===== src/rtl/allm_pkg.sv =====
// shared types and codes for the array linked list manager
// used by allm_ctrl, allm_dp and array_linked_list_manager; no dependencies
`timescale 1ns / 1ps
`default_nettype none

package allm_pkg;

    localparam int DEF_CAPACITY = 16;
    localparam int VALUE_W      = 32;
    localparam int OP_W         = 3;
    localparam int STATUS_W     = 2;

    // operation codes
    localparam logic [OP_W-1:0] OP_INS_HEAD   = 3'd0;
    localparam logic [OP_W-1:0] OP_INS_TAIL   = 3'd1;
    localparam logic [OP_W-1:0] OP_REM_KEY    = 3'd2;
    localparam logic [OP_W-1:0] OP_REM_AFTER  = 3'd3;
    localparam logic [OP_W-1:0] OP_REM_BEFORE = 3'd4;
    localparam logic [OP_W-1:0] OP_DUMP       = 3'd5;

    // status codes
    localparam logic [STATUS_W-1:0] ST_DONE      = 2'd0;
    localparam logic [STATUS_W-1:0] ST_FULL      = 2'd1;
    localparam logic [STATUS_W-1:0] ST_NOT_FOUND = 2'd2;
    localparam logic [STATUS_W-1:0] ST_EMPTY     = 2'd3;

    // datapath micro-operations
    typedef enum logic [4:0] {
        U_NOP,
        U_ACCEPT,      // latch payload, start pointers at list head
        U_RD_FREE,     // read node at free head
        U_ALLOC,       // pop free node, write its value
        U_LINK_HEAD,   // new node links to list head, becomes head
        U_TAIL_NIL,    // new node links to null
        U_HEAD_NEW,    // new node becomes head
        U_RD_CUR,      // read node at cur
        U_STEP,        // advance walk pointers, count, read next
        U_FIRST,       // advance walk pointers without counting
        U_LINK_TAIL,   // cur links to new node
        U_UNLINK_PREV, // prev skips cur
        U_UNLINK_HEAD, // head skips cur
        U_FREE_CUR,    // push cur on free list
        U_FREE_PREV,   // push prev on free list
        U_FREE_NEW,    // push new on free list
        U_RD_NEXT,     // remember successor of cur and read it
        U_BYPASS,      // cur links past its successor
        U_SLOW_CUR,    // slow links to cur
        U_HEAD_CUR,    // cur becomes head
        U_EMIT,        // status-only result
        U_DUMP         // list value result, step when more follow
    } uop_t;

    typedef struct packed {
        uop_t                uop;
        logic [STATUS_W-1:0] status;
    } cmd_t;

    typedef struct packed {
        logic [OP_W-1:0] op;
        logic            free_ok;
        logic            head_ok;
        logic            link_ok;
        logic            match;
        logic            cnt_lt;
        logic            prev_ok;
        logic            slow_ok;
        logic            dump_end;
        logic            out_free;
    } stat_t;

endpackage

`default_nettype wire


===== src/rtl/allm_dp.sv =====
// datapath: node store, list pointers, walk registers and result register
// depends on allm_pkg
`timescale 1ns / 1ps
`default_nettype none

module allm_dp #(
    parameter int CAPACITY = allm_pkg::DEF_CAPACITY
) (
    input  wire logic                                  aclk,
    input  wire logic                                  aresetn,
    input  wire allm_pkg::cmd_t                        cmd,
    output allm_pkg::stat_t                            stat,
    input  wire logic [allm_pkg::OP_W-1:0]             s_operation,
    input  wire logic signed [allm_pkg::VALUE_W-1:0]   s_value,
    output logic                                       m_valid,
    input  wire logic                                  m_ready,
    output logic [allm_pkg::STATUS_W-1:0]              m_status,
    output logic signed [allm_pkg::VALUE_W-1:0]        m_item_value,
    output logic                                       m_last
);
    import allm_pkg::*;

    localparam int LW = $clog2(CAPACITY + 1);
    localparam int AW = $clog2(CAPACITY);
    localparam logic [LW-1:0] NIL = LW'(CAPACITY);

    // node store
    logic [VALUE_W-1:0] val_mem [CAPACITY];
    logic [LW-1:0]      link_mem [CAPACITY];
    logic [CAPACITY-1:0] link_vld_reg;

    // control state
    logic [LW-1:0] free_head_reg, free_head_next;
    logic [LW-1:0] list_head_reg, list_head_next;
    logic          m_valid_reg, m_valid_next;

    // walk and payload registers
    logic [OP_W-1:0]     op_reg, op_next;
    logic [VALUE_W-1:0]  key_reg, key_next;
    logic [LW-1:0]       cur_reg, cur_next;
    logic [LW-1:0]       prev_reg, prev_next;
    logic [LW-1:0]       slow_reg, slow_next;
    logic [LW-1:0]       new_reg, new_next;
    logic [LW-1:0]       cnt_reg, cnt_next;
    logic [STATUS_W-1:0] status_reg, status_next;
    logic [VALUE_W-1:0]  item_reg, item_next;
    logic                last_reg, last_next;

    // read port
    logic               rd_en;
    logic [LW-1:0]      rd_ptr;
    logic [LW-1:0]      rd_raw_reg;
    logic               rd_vld_reg;
    logic [AW-1:0]      rd_addr_reg;
    logic [VALUE_W-1:0] rd_val_reg;
    logic [LW-1:0]      rd_link;

    // write ports
    logic          lnk_we;
    logic [LW-1:0] lnk_ptr;
    logic [LW-1:0] lnk_data;
    logic          val_we;

    logic link_ok;
    logic dump_end;
    logic out_free;
    logic step;

    // a link entry never written still holds its reset chain value
    assign rd_link  = rd_vld_reg ? rd_raw_reg : LW'(rd_addr_reg) + LW'(1);
    assign link_ok  = (rd_link < NIL);
    assign dump_end = !(link_ok && (cnt_reg < LW'(CAPACITY - 1)));
    assign out_free = !m_valid_reg || m_ready;
    assign step     = (cmd.uop == U_STEP) || (cmd.uop == U_FIRST) ||
                      ((cmd.uop == U_DUMP) && !dump_end);

    always_comb begin
        stat.op       = op_reg;
        stat.free_ok  = (free_head_reg < NIL);
        stat.head_ok  = (list_head_reg < NIL);
        stat.link_ok  = link_ok;
        stat.match    = (rd_val_reg == key_reg);
        stat.cnt_lt   = (cnt_reg < NIL);
        stat.prev_ok  = (prev_reg < NIL);
        stat.slow_ok  = (slow_reg < NIL);
        stat.dump_end = dump_end;
        stat.out_free = out_free;
    end

    // memory port selection
    always_comb begin
        rd_en    = 1'b0;
        rd_ptr   = cur_reg;
        lnk_we   = 1'b0;
        lnk_ptr  = cur_reg;
        lnk_data = free_head_reg;
        val_we   = 1'b0;
        unique case (cmd.uop)
            U_RD_FREE: begin
                rd_en  = 1'b1;
                rd_ptr = free_head_reg;
            end
            U_RD_CUR: begin
                rd_en = 1'b1;
            end
            U_STEP, U_FIRST, U_RD_NEXT: begin
                rd_en  = 1'b1;
                rd_ptr = rd_link;
            end
            U_DUMP: begin
                rd_en  = !dump_end;
                rd_ptr = rd_link;
            end
            U_ALLOC: begin
                val_we = 1'b1;
            end
            U_LINK_HEAD: begin
                lnk_we   = 1'b1;
                lnk_ptr  = new_reg;
                lnk_data = list_head_reg;
            end
            U_TAIL_NIL: begin
                lnk_we   = 1'b1;
                lnk_ptr  = new_reg;
                lnk_data = NIL;
            end
            U_LINK_TAIL: begin
                lnk_we   = 1'b1;
                lnk_data = new_reg;
            end
            U_UNLINK_PREV: begin
                lnk_we   = 1'b1;
                lnk_ptr  = prev_reg;
                lnk_data = rd_link;
            end
            U_FREE_CUR: begin
                lnk_we = 1'b1;
            end
            U_FREE_PREV: begin
                lnk_we  = 1'b1;
                lnk_ptr = prev_reg;
            end
            U_FREE_NEW: begin
                lnk_we  = 1'b1;
                lnk_ptr = new_reg;
            end
            U_BYPASS: begin
                lnk_we   = 1'b1;
                lnk_data = rd_link;
            end
            U_SLOW_CUR: begin
                lnk_we   = 1'b1;
                lnk_ptr  = slow_reg;
                lnk_data = cur_reg;
            end
            default: begin
            end
        endcase
    end

    // register next values
    always_comb begin
        free_head_next = free_head_reg;
        list_head_next = list_head_reg;
        m_valid_next   = m_valid_reg && !m_ready;
        op_next        = op_reg;
        key_next       = key_reg;
        cur_next       = cur_reg;
        prev_next      = prev_reg;
        slow_next      = slow_reg;
        new_next       = new_reg;
        cnt_next       = cnt_reg;
        status_next    = status_reg;
        item_next      = item_reg;
        last_next      = last_reg;

        if (step) begin
            slow_next = prev_reg;
            prev_next = cur_reg;
            cur_next  = rd_link;
            if (cmd.uop != U_FIRST) begin
                cnt_next = cnt_reg + LW'(1);
            end
        end

        unique case (cmd.uop)
            U_ACCEPT: begin
                op_next   = s_operation;
                key_next  = s_value;
                cnt_next  = '0;
                prev_next = NIL;
                slow_next = NIL;
                cur_next  = list_head_reg;
            end
            U_ALLOC: begin
                new_next       = free_head_reg;
                free_head_next = rd_link;
            end
            U_LINK_HEAD, U_HEAD_NEW: begin
                list_head_next = new_reg;
            end
            U_RD_NEXT: begin
                new_next = rd_link;
            end
            U_UNLINK_HEAD: begin
                list_head_next = rd_link;
            end
            U_HEAD_CUR: begin
                list_head_next = cur_reg;
            end
            U_FREE_CUR: begin
                free_head_next = cur_reg;
            end
            U_FREE_PREV: begin
                free_head_next = prev_reg;
            end
            U_FREE_NEW: begin
                free_head_next = new_reg;
            end
            U_EMIT: begin
                m_valid_next = 1'b1;
                status_next  = cmd.status;
                item_next    = '0;
                last_next    = 1'b1;
            end
            U_DUMP: begin
                m_valid_next = 1'b1;
                status_next  = ST_DONE;
                item_next    = rd_val_reg;
                last_next    = dump_end;
            end
            default: begin
            end
        endcase
    end

    always_ff @(posedge aclk) begin
        if (!aresetn) begin
            free_head_reg <= '0;
            list_head_reg <= NIL;
            m_valid_reg   <= 1'b0;
            link_vld_reg  <= '0;
        end else begin
            free_head_reg <= free_head_next;
            list_head_reg <= list_head_next;
            m_valid_reg   <= m_valid_next;
            if (lnk_we) begin
                link_vld_reg[lnk_ptr[AW-1:0]] <= 1'b1;
            end
        end
    end

    always_ff @(posedge aclk) begin
        op_reg     <= op_next;
        key_reg    <= key_next;
        cur_reg    <= cur_next;
        prev_reg   <= prev_next;
        slow_reg   <= slow_next;
        new_reg    <= new_next;
        cnt_reg    <= cnt_next;
        status_reg <= status_next;
        item_reg   <= item_next;
        last_reg   <= last_next;
    end

    // node store: one write and one registered read per cycle
    always_ff @(posedge aclk) begin
        if (lnk_we) begin
            link_mem[lnk_ptr[AW-1:0]] <= lnk_data;
        end
        if (val_we) begin
            val_mem[free_head_reg[AW-1:0]] <= key_reg;
        end
        if (rd_en) begin
            rd_raw_reg  <= link_mem[rd_ptr[AW-1:0]];
            rd_vld_reg  <= link_vld_reg[rd_ptr[AW-1:0]];
            rd_addr_reg <= rd_ptr[AW-1:0];
            rd_val_reg  <= val_mem[rd_ptr[AW-1:0]];
        end
    end

    assign m_valid      = m_valid_reg;
    assign m_status     = status_reg;
    assign m_item_value = item_reg;
    assign m_last       = last_reg;

endmodule

`default_nettype wire


===== src/rtl/allm_ctrl.sv =====
// controller: sequences list operations as datapath micro-operations
// depends on allm_pkg
`timescale 1ns / 1ps
`default_nettype none

module allm_ctrl (
    input  wire logic            aclk,
    input  wire logic            aresetn,
    input  wire logic            s_valid,
    output logic                 s_ready,
    output allm_pkg::cmd_t       cmd,
    input  wire allm_pkg::stat_t stat
);
    import allm_pkg::*;

    typedef enum logic [3:0] {
        S_IDLE,
        S_DISPATCH,
        S_ALLOC,
        S_HEAD,
        S_TAIL,
        S_NEW_HEAD,
        S_TAIL_RD,
        S_TAIL_WALK,
        S_BHEAD,
        S_SEARCH,
        S_BYPASS,
        S_FREE_CUR,
        S_FREE_PREV,
        S_FREE_NEW,
        S_DUMP,
        S_EMIT
    } state_t;

    state_t              state_reg, state_next;
    logic [STATUS_W-1:0] emit_reg, emit_next;

    always_comb begin
        state_next = state_reg;
        emit_next  = emit_reg;
        cmd.uop    = U_NOP;
        cmd.status = emit_reg;
        s_ready    = (state_reg == S_IDLE);
        unique case (state_reg)
            S_IDLE: begin
                if (s_valid) begin
                    cmd.uop    = U_ACCEPT;
                    state_next = S_DISPATCH;
                end
            end
            S_DISPATCH: begin
                priority if (stat.op == OP_INS_HEAD || stat.op == OP_INS_TAIL) begin
                    if (!stat.free_ok) begin
                        emit_next  = ST_FULL;
                        state_next = S_EMIT;
                    end else begin
                        cmd.uop    = U_RD_FREE;
                        state_next = S_ALLOC;
                    end
                end else if (stat.op == OP_DUMP || stat.op == OP_REM_KEY ||
                             stat.op == OP_REM_AFTER || stat.op == OP_REM_BEFORE) begin
                    if (!stat.head_ok) begin
                        emit_next  = ST_EMPTY;
                        state_next = S_EMIT;
                    end else begin
                        cmd.uop = U_RD_CUR;
                        priority if (stat.op == OP_DUMP) begin
                            state_next = S_DUMP;
                        end else if (stat.op == OP_REM_BEFORE) begin
                            state_next = S_BHEAD;
                        end else begin
                            state_next = S_SEARCH;
                        end
                    end
                end else begin
                    emit_next  = ST_DONE;
                    state_next = S_EMIT;
                end
            end
            S_ALLOC: begin
                cmd.uop    = U_ALLOC;
                state_next = (stat.op == OP_INS_HEAD) ? S_HEAD : S_TAIL;
            end
            S_HEAD: begin
                cmd.uop    = U_LINK_HEAD;
                emit_next  = ST_DONE;
                state_next = S_EMIT;
            end
            S_TAIL: begin
                cmd.uop    = U_TAIL_NIL;
                state_next = stat.head_ok ? S_TAIL_RD : S_NEW_HEAD;
            end
            S_NEW_HEAD: begin
                cmd.uop    = U_HEAD_NEW;
                emit_next  = ST_DONE;
                state_next = S_EMIT;
            end
            S_TAIL_RD: begin
                cmd.uop    = U_RD_CUR;
                state_next = S_TAIL_WALK;
            end
            S_TAIL_WALK: begin
                if (stat.cnt_lt && stat.link_ok) begin
                    cmd.uop = U_STEP;
                end else begin
                    cmd.uop    = U_LINK_TAIL;
                    emit_next  = ST_DONE;
                    state_next = S_EMIT;
                end
            end
            S_BHEAD: begin
                // the head itself has no node before it
                if (!stat.link_ok || stat.match) begin
                    emit_next  = ST_NOT_FOUND;
                    state_next = S_EMIT;
                end else begin
                    cmd.uop    = U_FIRST;
                    state_next = S_SEARCH;
                end
            end
            S_SEARCH: begin
                priority if (stat.match) begin
                    priority if (stat.op == OP_REM_KEY) begin
                        cmd.uop    = stat.prev_ok ? U_UNLINK_PREV : U_UNLINK_HEAD;
                        state_next = S_FREE_CUR;
                    end else if (stat.op == OP_REM_AFTER) begin
                        if (stat.link_ok) begin
                            cmd.uop    = U_RD_NEXT;
                            state_next = S_BYPASS;
                        end else begin
                            emit_next  = ST_NOT_FOUND;
                            state_next = S_EMIT;
                        end
                    end else begin
                        cmd.uop    = stat.slow_ok ? U_SLOW_CUR : U_HEAD_CUR;
                        state_next = S_FREE_PREV;
                    end
                end else if (stat.cnt_lt && stat.link_ok) begin
                    cmd.uop = U_STEP;
                end else begin
                    emit_next  = ST_NOT_FOUND;
                    state_next = S_EMIT;
                end
            end
            S_BYPASS: begin
                cmd.uop    = U_BYPASS;
                state_next = S_FREE_NEW;
            end
            S_FREE_CUR: begin
                cmd.uop    = U_FREE_CUR;
                emit_next  = ST_DONE;
                state_next = S_EMIT;
            end
            S_FREE_PREV: begin
                cmd.uop    = U_FREE_PREV;
                emit_next  = ST_DONE;
                state_next = S_EMIT;
            end
            S_FREE_NEW: begin
                cmd.uop    = U_FREE_NEW;
                emit_next  = ST_DONE;
                state_next = S_EMIT;
            end
            S_DUMP: begin
                // one value per cycle while the result register drains
                if (stat.out_free) begin
                    cmd.uop = U_DUMP;
                    if (stat.dump_end) begin
                        state_next = S_IDLE;
                    end
                end
            end
            S_EMIT: begin
                if (stat.out_free) begin
                    cmd.uop    = U_EMIT;
                    state_next = S_IDLE;
                end
            end
            default: begin
                state_next = S_IDLE;
            end
        endcase
    end

    always_ff @(posedge aclk) begin
        if (!aresetn) begin
            state_reg <= S_IDLE;
            emit_reg  <= ST_DONE;
        end else begin
            state_reg <= state_next;
            emit_reg  <= emit_next;
        end
    end

endmodule

`default_nettype wire


===== src/rtl/array_linked_list_manager.sv =====
// top level of the array linked list manager: controller plus datapath
// depends on allm_pkg, allm_ctrl and allm_dp
//
//  channel | ports                                           | direction
//  --------+-------------------------------------------------+----------
//  input   | s_valid s_ready s_operation s_value             | in
//  result  | m_valid m_ready m_status m_item_value m_last    | out
//
// one item at a time; s_ready is high while no item is in progress, even
// when the last result still waits in the output register.
// tail inserts and the removals walk the list one link at a time, up to
// CAPACITY - 1 links, through the single read port of the node store.
// a dump gives one value per cycle while the result is not stalled.
// reset is synchronous and takes effect at once; no clearing pass.
// a stalled result holds the sequencer until m_ready takes it.
`timescale 1ns / 1ps
`default_nettype none

module array_linked_list_manager #(
    parameter int CAPACITY = allm_pkg::DEF_CAPACITY
) (
    input  wire logic                                aclk,
    input  wire logic                                aresetn,
    input  wire logic                                s_valid,
    output logic                                     s_ready,
    input  wire logic [allm_pkg::OP_W-1:0]           s_operation,
    input  wire logic signed [allm_pkg::VALUE_W-1:0] s_value,
    output logic                                     m_valid,
    input  wire logic                                m_ready,
    output logic [allm_pkg::STATUS_W-1:0]            m_status,
    output logic signed [allm_pkg::VALUE_W-1:0]      m_item_value,
    output logic                                     m_last
);
    import allm_pkg::*;

    cmd_t  cmd;
    stat_t stat;

    allm_ctrl u_ctrl (
        .aclk    (aclk),
        .aresetn (aresetn),
        .s_valid (s_valid),
        .s_ready (s_ready),
        .cmd     (cmd),
        .stat    (stat)
    );

    allm_dp #(
        .CAPACITY (CAPACITY)
    ) u_dp (
        .aclk         (aclk),
        .aresetn      (aresetn),
        .cmd          (cmd),
        .stat         (stat),
        .s_operation  (s_operation),
        .s_value      (s_value),
        .m_valid      (m_valid),
        .m_ready      (m_ready),
        .m_status     (m_status),
        .m_item_value (m_item_value),
        .m_last       (m_last)
    );

endmodule

`default_nettype wire


===== config.mk =====
export PLATFORM = sky130hd
export DESIGN_NAME = array_linked_list_manager
export DESIGN_NICKNAME = d
export VERILOG_FILES = /design/src/rtl/allm_pkg.sv /design/src/rtl/allm_dp.sv /design/src/rtl/allm_ctrl.sv /design/src/rtl/array_linked_list_manager.sv
export SDC_FILE = /design/constraint.sdc
export NUM_CORES = 1
export LEC_CHECK = 0
export ABC_CLOCK_PERIOD_IN_PS = 12000
export BUFFER_PORTS_ARGS = -buffer_cell sky130_fd_sc_hd__buf_2
export CORE_UTILIZATION = 60
export DETAILED_ROUTE_END_ITERATION = 10
export HOLD_SLACK_MARGIN = 0.1
export PLACE_DENSITY = 0.77
export SETUP_SLACK_MARGIN = 0.3
export SLEW_MARGIN = 40
export SYNTH_ARGS = -nofsm -noshare
export SYNTH_HDL_FRONTEND = slang
export SYNTH_HIERARCHICAL = 1
export SYNTH_SLANG_ARGS = --single-unit
export TNS_END_PERCENT = 5

===== constraint.sdc =====
create_clock -name aclk -period 12 [get_ports aclk]
set_clock_uncertainty 0.15 [all_clocks]
set_input_delay 2.4 -clock aclk [delete_from_list [all_inputs] [get_ports aclk]]
set_output_delay 2.4 -clock aclk [all_outputs]
set_load 0.02 [all_outputs]

# [After elaboration in Yosys (flattened, before gate mapping)]
# Memories as Yosys holds them, arrays and structs flattened. A register that Yosys moved wholly into a read port is not among the register bits.
# Cells that the tools add are included.
[totals] memories=2 elab_cells=197 in_bits=39 ram_bits=592 ff_bits=133 out_inout_bits=37
[memory_table] memory="u_dp.val_mem" depth=16 word_bits=32 rd=1 rd_clocked_by_memory_dff=1 write_ports=1 line="allm_dp.sv:28" text="logic [VALUE_W-1:0] val_mem [CAPACITY];"
[memory_table] memory="u_dp.link_mem" depth=16 word_bits=5 rd=1 rd_clocked_by_memory_dff=1 write_ports=1 line="allm_dp.sv:29" text="logic [LW-1:0] link_mem [CAPACITY];"
[op_classes] n_eq_ne=55 muxes=72 bitwise=1 addsub=2 magnitude_cmp=10 reduce_logical=37
[ops] cell="$pmux 5 s16" count=1
[ops] cell="$pmux 32 s2" count=1
[ops] cell="$mux 4" count=14
[ops] cell="$mux 5" count=11
[ops] cell="$pmux 4 s12" count=1
[ops] cell="$eq 5x4->1 const B" count=8
[ops] cell="$eq 32x32->1" count=1
[ops] cell="$eq 4x4->1 const B" count=8
[ops] cell="$eq 5x5->1 const B" count=6
[ops] cell="$lt 5x5->1 const B" count=6
[ops] cell="$mux 2" count=14
[ops] cell="$pmux 5 s5" count=1
[ops] cell="$eq 5x3->1 const B" count=4
[ops] cell="$pmux 5 s4" count=1
[ops] cell="$mux 3" count=6
[ops] cell="$eq 4x3->1 const B" count=4
[ops] cell="$or 16x16->16" count=1
[ops] cell="$pmux 5 s3" count=1
[ops] cell="$mux 1" count=12
[ops] cell="$ne 3x3->1 const B" count=4
[ops] cell="$pmux 4 s3" count=1
[ops] cell="$eq 5x2->1 const B" count=2
[ops] cell="$lt 4x5->1 const B" count=2
[ops] cell="$pmux 2 s5" count=1
[ops] cell="other kinds (38)" count=66

# [Depth between registers and ports, before layout]
[depth] depth_word=16 mapped_depth=20

# [Hierarchy]
# The synthesis kept the hierarchy.
[by_module_without_submodules] mod="allm_dp" cells_each=1953 seq_area_each_um2=22281.4 n_inst=1 area_each_um2=30544.3
[by_module_without_submodules] mod="allm_ctrl" cells_each=125 seq_area_each_um2=120.1 n_inst=1 area_each_um2=850.8

# [Least setup slack after synthesis]
# OpenSTA, ideal clock, no wires.
[synth_path] kind="input-to-reg" start="input port m_ready" end="register u_dp.rd_addr_reg[0], enable pin" path_slack_ps=4343 n_path_buf=2 t_arrival_ps=7007 setup_time_ps=500 path_stages=11 path_cell_list="nand2b_1 -> buf_4 -> nand2_1 -> a221oi_1 -> clkbuf_1 -> inv_1 -> nor2_1 -> a21oi_1 -> nor2_1 -> a21oi_1 -> o21ai_0"
[synth_rtl] item="start: declaration" line="array_linked_list_manager.sv:29" text="input wire logic m_ready,"
[synth_rtl] item="end signal: assignment" line="allm_dp.sv:277" text="rd_addr_reg <= rd_ptr[AW-1:0];"
[synth_rtl] item="end: declaration" line="allm_dp.sv:54" text="logic [AW-1:0] rd_addr_reg;"

==> results.json <==
{
  "status": "completed",
  "p_leak_nw": 11.9,
  "tightest_slew_ns": 0.856,
  "synth.distinct_cells": 73,
  "worstSetupPathType": "reg -> reg",
  "synth_edf_count": 714,
  "wl_mm": 78.5,
  "cts_sinks": 762,
  "cts_setup_buffers": 0,
  "period_share_pct": 60.4,
  "layout.nets": 2164,
  "drtIter0Drc": 2413,
  "reg2reg_depth": 19,
  "pwr-share-comb_pct": 41.2,
  "hold_depth": 1,
  "period_needed_ns": 7.25,
  "io_buffer_count": 75,
  "globalRoute.totalOverflow": 0,
  "die_w_um": 231,
  "pwr-share-seq_pct": 37.8,
  "final_layout_size_suffix_gt1_share_pct": 12.9,
  "rows": 83,
  "maxSlewHeadroom_pct": 41.3,
  "final.fill_count": 3361,
  "cp_data_required_time_ns": 12.20,
  "route.met3.wl_mm": 7.56,
  "grt_use_total_pct": 29.7,
  "grt_pass1_vias": 18618,
  "cts_resized": 0,
  "initial_core_util_pct": 61.0,
  "worst_ep_arrival_time_ns": 7.46,
  "die_area_um2": 53200,
  "clkPwrFrac_pct": 21.0,
  "grt_max_degree": 135,
  "power.internal_mw": 6.64,
  "rsz0062_at_grt": "no",
  "rrSetupSlack_ns": 4.75,
  "clockBufferDepth": 3,
  "dieHeight_um": 231,
  "core_area_um2": 51500,
  "mostFrequentLayoutCell": "edfxtp_1",
  "antenna_found_initial": 1,
  "syn_inst": 2078,
  "cts.htree.levels": 3,
  "drtAntennaViolNets": 0,
  "async_reset_ff_share_pct": 0,
  "clock_latency_ns": 0.63,
  "netlist_area_um2": 31400,
  "p_per_area_nw_per_um2": 319,
  "pin_count": 76,
  "drv_slew": 0,
  "routabilityCongestion": 0.901,
  "pre_cts_slack_ns": 4.55,
  "largest_reg_flops": 512,
  "wl_per_cell_um": 27.4,
  "ys.flop_type": "edfxtp_1",
  "setup_viol": 0,
  "ys_ff_latch": 762,
  "wl_met1_mm": 31.2,
  "area_delta_synth_final_pct": 11.3,
  "fin_setup_tns_ns": 0,
  "ys_seq_area_share_pct": 71.4,
  "cts_root_buf": "clkbuf_16",
  "crit_fanout": 71,
  "syn_area_per_cell_um2": 15.1,
  "top_layer_used": "met4",
  "layout_common_cells": "714 x edfxtp_1, 296 x a211oi_1, 167 x mux2i_1",
  "vdd_drop_max_mv": 0.301,
  "drc_errors": 0,
  "multi_input_area_um2": 8390,
  "tritoncts": "built",
  "hold_viol_final": 0,
  "antenna_cells": 0,
  "hold_end": "u_dp/link_vld_reg[8]$_SDFFE_PN0N_",
  "netSwitchingFraction_pct": 40.5,
  "power_switching_mw": 4.51,
  "dp_hpwl_mm": 41.0,
  "r2r-start": "u_dp/key_reg[22]$_DFFE_PP_",
  "critical_path.endpoint_type": "flop",
  "regArea_um2": 22400,
  "drt_pass1_iterations": 6,
  "wl_met2_mm": 37.1,
  "setup_ws_ns": 4.75,
  "hp-class": "reg -> reg",
  "cap_viol_max_count": 0,
  "grt_pass1_wl_mm": 117,
  "yosysWarnings": 6,
  "num_vias": 19214,
  "min-delay-start": "u_dp/link_vld_reg[8]$_SDFFE_PN0N_",
  "reg2reg_to": "u_dp/rd_val_reg[3]$_DFFE_PP_",
  "postCtsHoldBufs": 0,
  "cts.clk_slew.worst_paths_ns": 0.06,
  "fmax_mhz": 138,
  "cts_inserted_buffers": 77,
  "synth_nets": 2123,
  "routed_via_density": 6.72,
  "start_kind": "flop"
}
[through the flow]
step	power, mW	cells	hold WS, ns	utilization [%]	area [um2]
floorplan	7.36	2078	0.280	-	31400
global placement	8.57	2716	0.288	62.8	32300
detailed placement	8.73	2719	0.297	63.0	32400
CTS	11.1	2859	0.311	67.8	34900
global route	11.6	2860	0.335	67.8	34900
finish	11.1	2860	0.308	67.8	34900
[worst max-delay path: stages (launching register included)]
cell,delay [ns]
edfxtp_1,0.74
xor2_1,0.20
nor4_1,0.48
nand4_1,0.24
nor2_1,0.62
nor2b_1,0.19
o21ai_0,0.14
o31ai_1,0.10
a21oi_1,0.16
o21ai_1,0.09
buf_4,0.21
or3_1,0.47
nor2_2,0.30
nand2_4,0.39
nand2_8,0.45
buf_16,0.35
buf_6,0.59
mux2i_1,0.27
a211oi_1,0.10
or4_1,0.53
[layer usage]
layer / vias up / global-route usage, %
li1: 8354 / -
met1: 9584 / 41.5
met4: 0 / 11.4
met5: - / 0
met3: 193 / 6.34
met2: 1083 / 46.2
[kinds of logic (layout without fill, tap and decap cells)]
family	after synthesis	count (layout)	synth area share, %
adder cells (fa/ha/maj)	6	6	0.239
AND/OR/NAND/NOR	462	462	8.37
AO/OA/AOI/OAI	469	469	11.0
multiplexers	169	169	5.41
XOR/XNOR	40	40	1.12
flip-flops	762	762	71.4
buffers and inverters	170	272	2.50
[final cells by class]
class	instances	share of cell area [%]
clock buffers	91	5.72
clock inverters	49	1.31
inverters	18	0.201
multi-input cells	1146	24.0
flip-flops and latches	762	64.1
well taps	680	2.44
repair buffers	114	2.18
[synthesized netlist by cell type, types with 3 or more instances]
cell type / number / share of area (%)
edfxtp_1: 714 / 68
a211oi_1: 296 / 7.1
mux2i_1: 167 / 5.3
and3_1: 156 / 3.1
clkbuf_1: 88 / 1.1
nor2_1: 78 / 0.93
nand2_1: 61 / 0.73
dfxtp_1: 48 / 3.1
o21ai_0: 40 / 0.64
buf_2: 39 / 0.62
or4_1: 38 / 0.91
xor2_1: 38 / 1.1
a21oi_1: 33 / 0.53
and2_1: 32 / 0.64
o21a_1: 21 / 0.50
nor2b_1: 20 / 0.40
inv_1: 17 / 0.20
nand2b_1: 16 / 0.32
a211oi_2: 10 / 0.40
nand3_1: 10 / 0.16
nor4_1: 10 / 0.20
a22oi_1: 9 / 0.22
buf_6: 9 / 0.32
nor3_1: 9 / 0.14
buf_1: 8 / 0.096
buf_4: 8 / 0.19
nand4_1: 7 / 0.14
o211ai_1: 7 / 0.17
a221o_1: 6 / 0.19
ha_1: 6 / 0.24
o2111ai_1: 6 / 0.17
a31oi_1: 5 / 0.10
a21boi_0: 4 / 0.096
or3_1: 4 / 0.080
a221oi_1: 3 / 0.084
a22o_1: 3 / 0.084
nand3b_1: 3 / 0.072
nor3b_1: 3 / 0.072
o22ai_1: 3 / 0.060
[power by group through the flow]
stage | clock (mW) | combinational (mW) | sequential (mW)
floorplan | 0 | 3.29 | 4.08
global placement | 0 | 4.33 | 4.23
detailed placement | 0 | 4.48 | 4.26
CTS | 2.36 | 4.52 | 4.21
global route | 2.46 | 4.90 | 4.26
finish | 2.34 | 4.60 | 4.21
[worst max path at each step]
| stage | startpoint | to | slack [ns] | cells after the start |
|---|---|---|---|---|
| floorplan | m_ready | u_dp/rd_addr_reg[0]$_DFFE_PP_ | 4.34 | 11 |
| CTS | u_dp/key_reg[22]$_DFFE_PP_ | u_dp/rd_val_reg[25]$_DFFE_PP_ | 4.80 | 18 |
| detailed placement | m_ready | u_dp/rd_val_reg[26]$_DFFE_PP_ | 4.55 | 16 |
| finish | u_dp/key_reg[22]$_DFFE_PP_ | u_dp/rd_val_reg[3]$_DFFE_PP_ | 4.75 | 19 |
| global placement | m_ready | u_dp/rd_raw_reg[4]$_DFFE_PP_ | 4.08 | 15 |
| global route | u_dp/key_reg[22]$_DFFE_PP_ | u_dp/rd_vld_reg$_DFFE_PP_ | 4.42 | 19 |
Note: power is estimated with default switching activity, not from simulation.
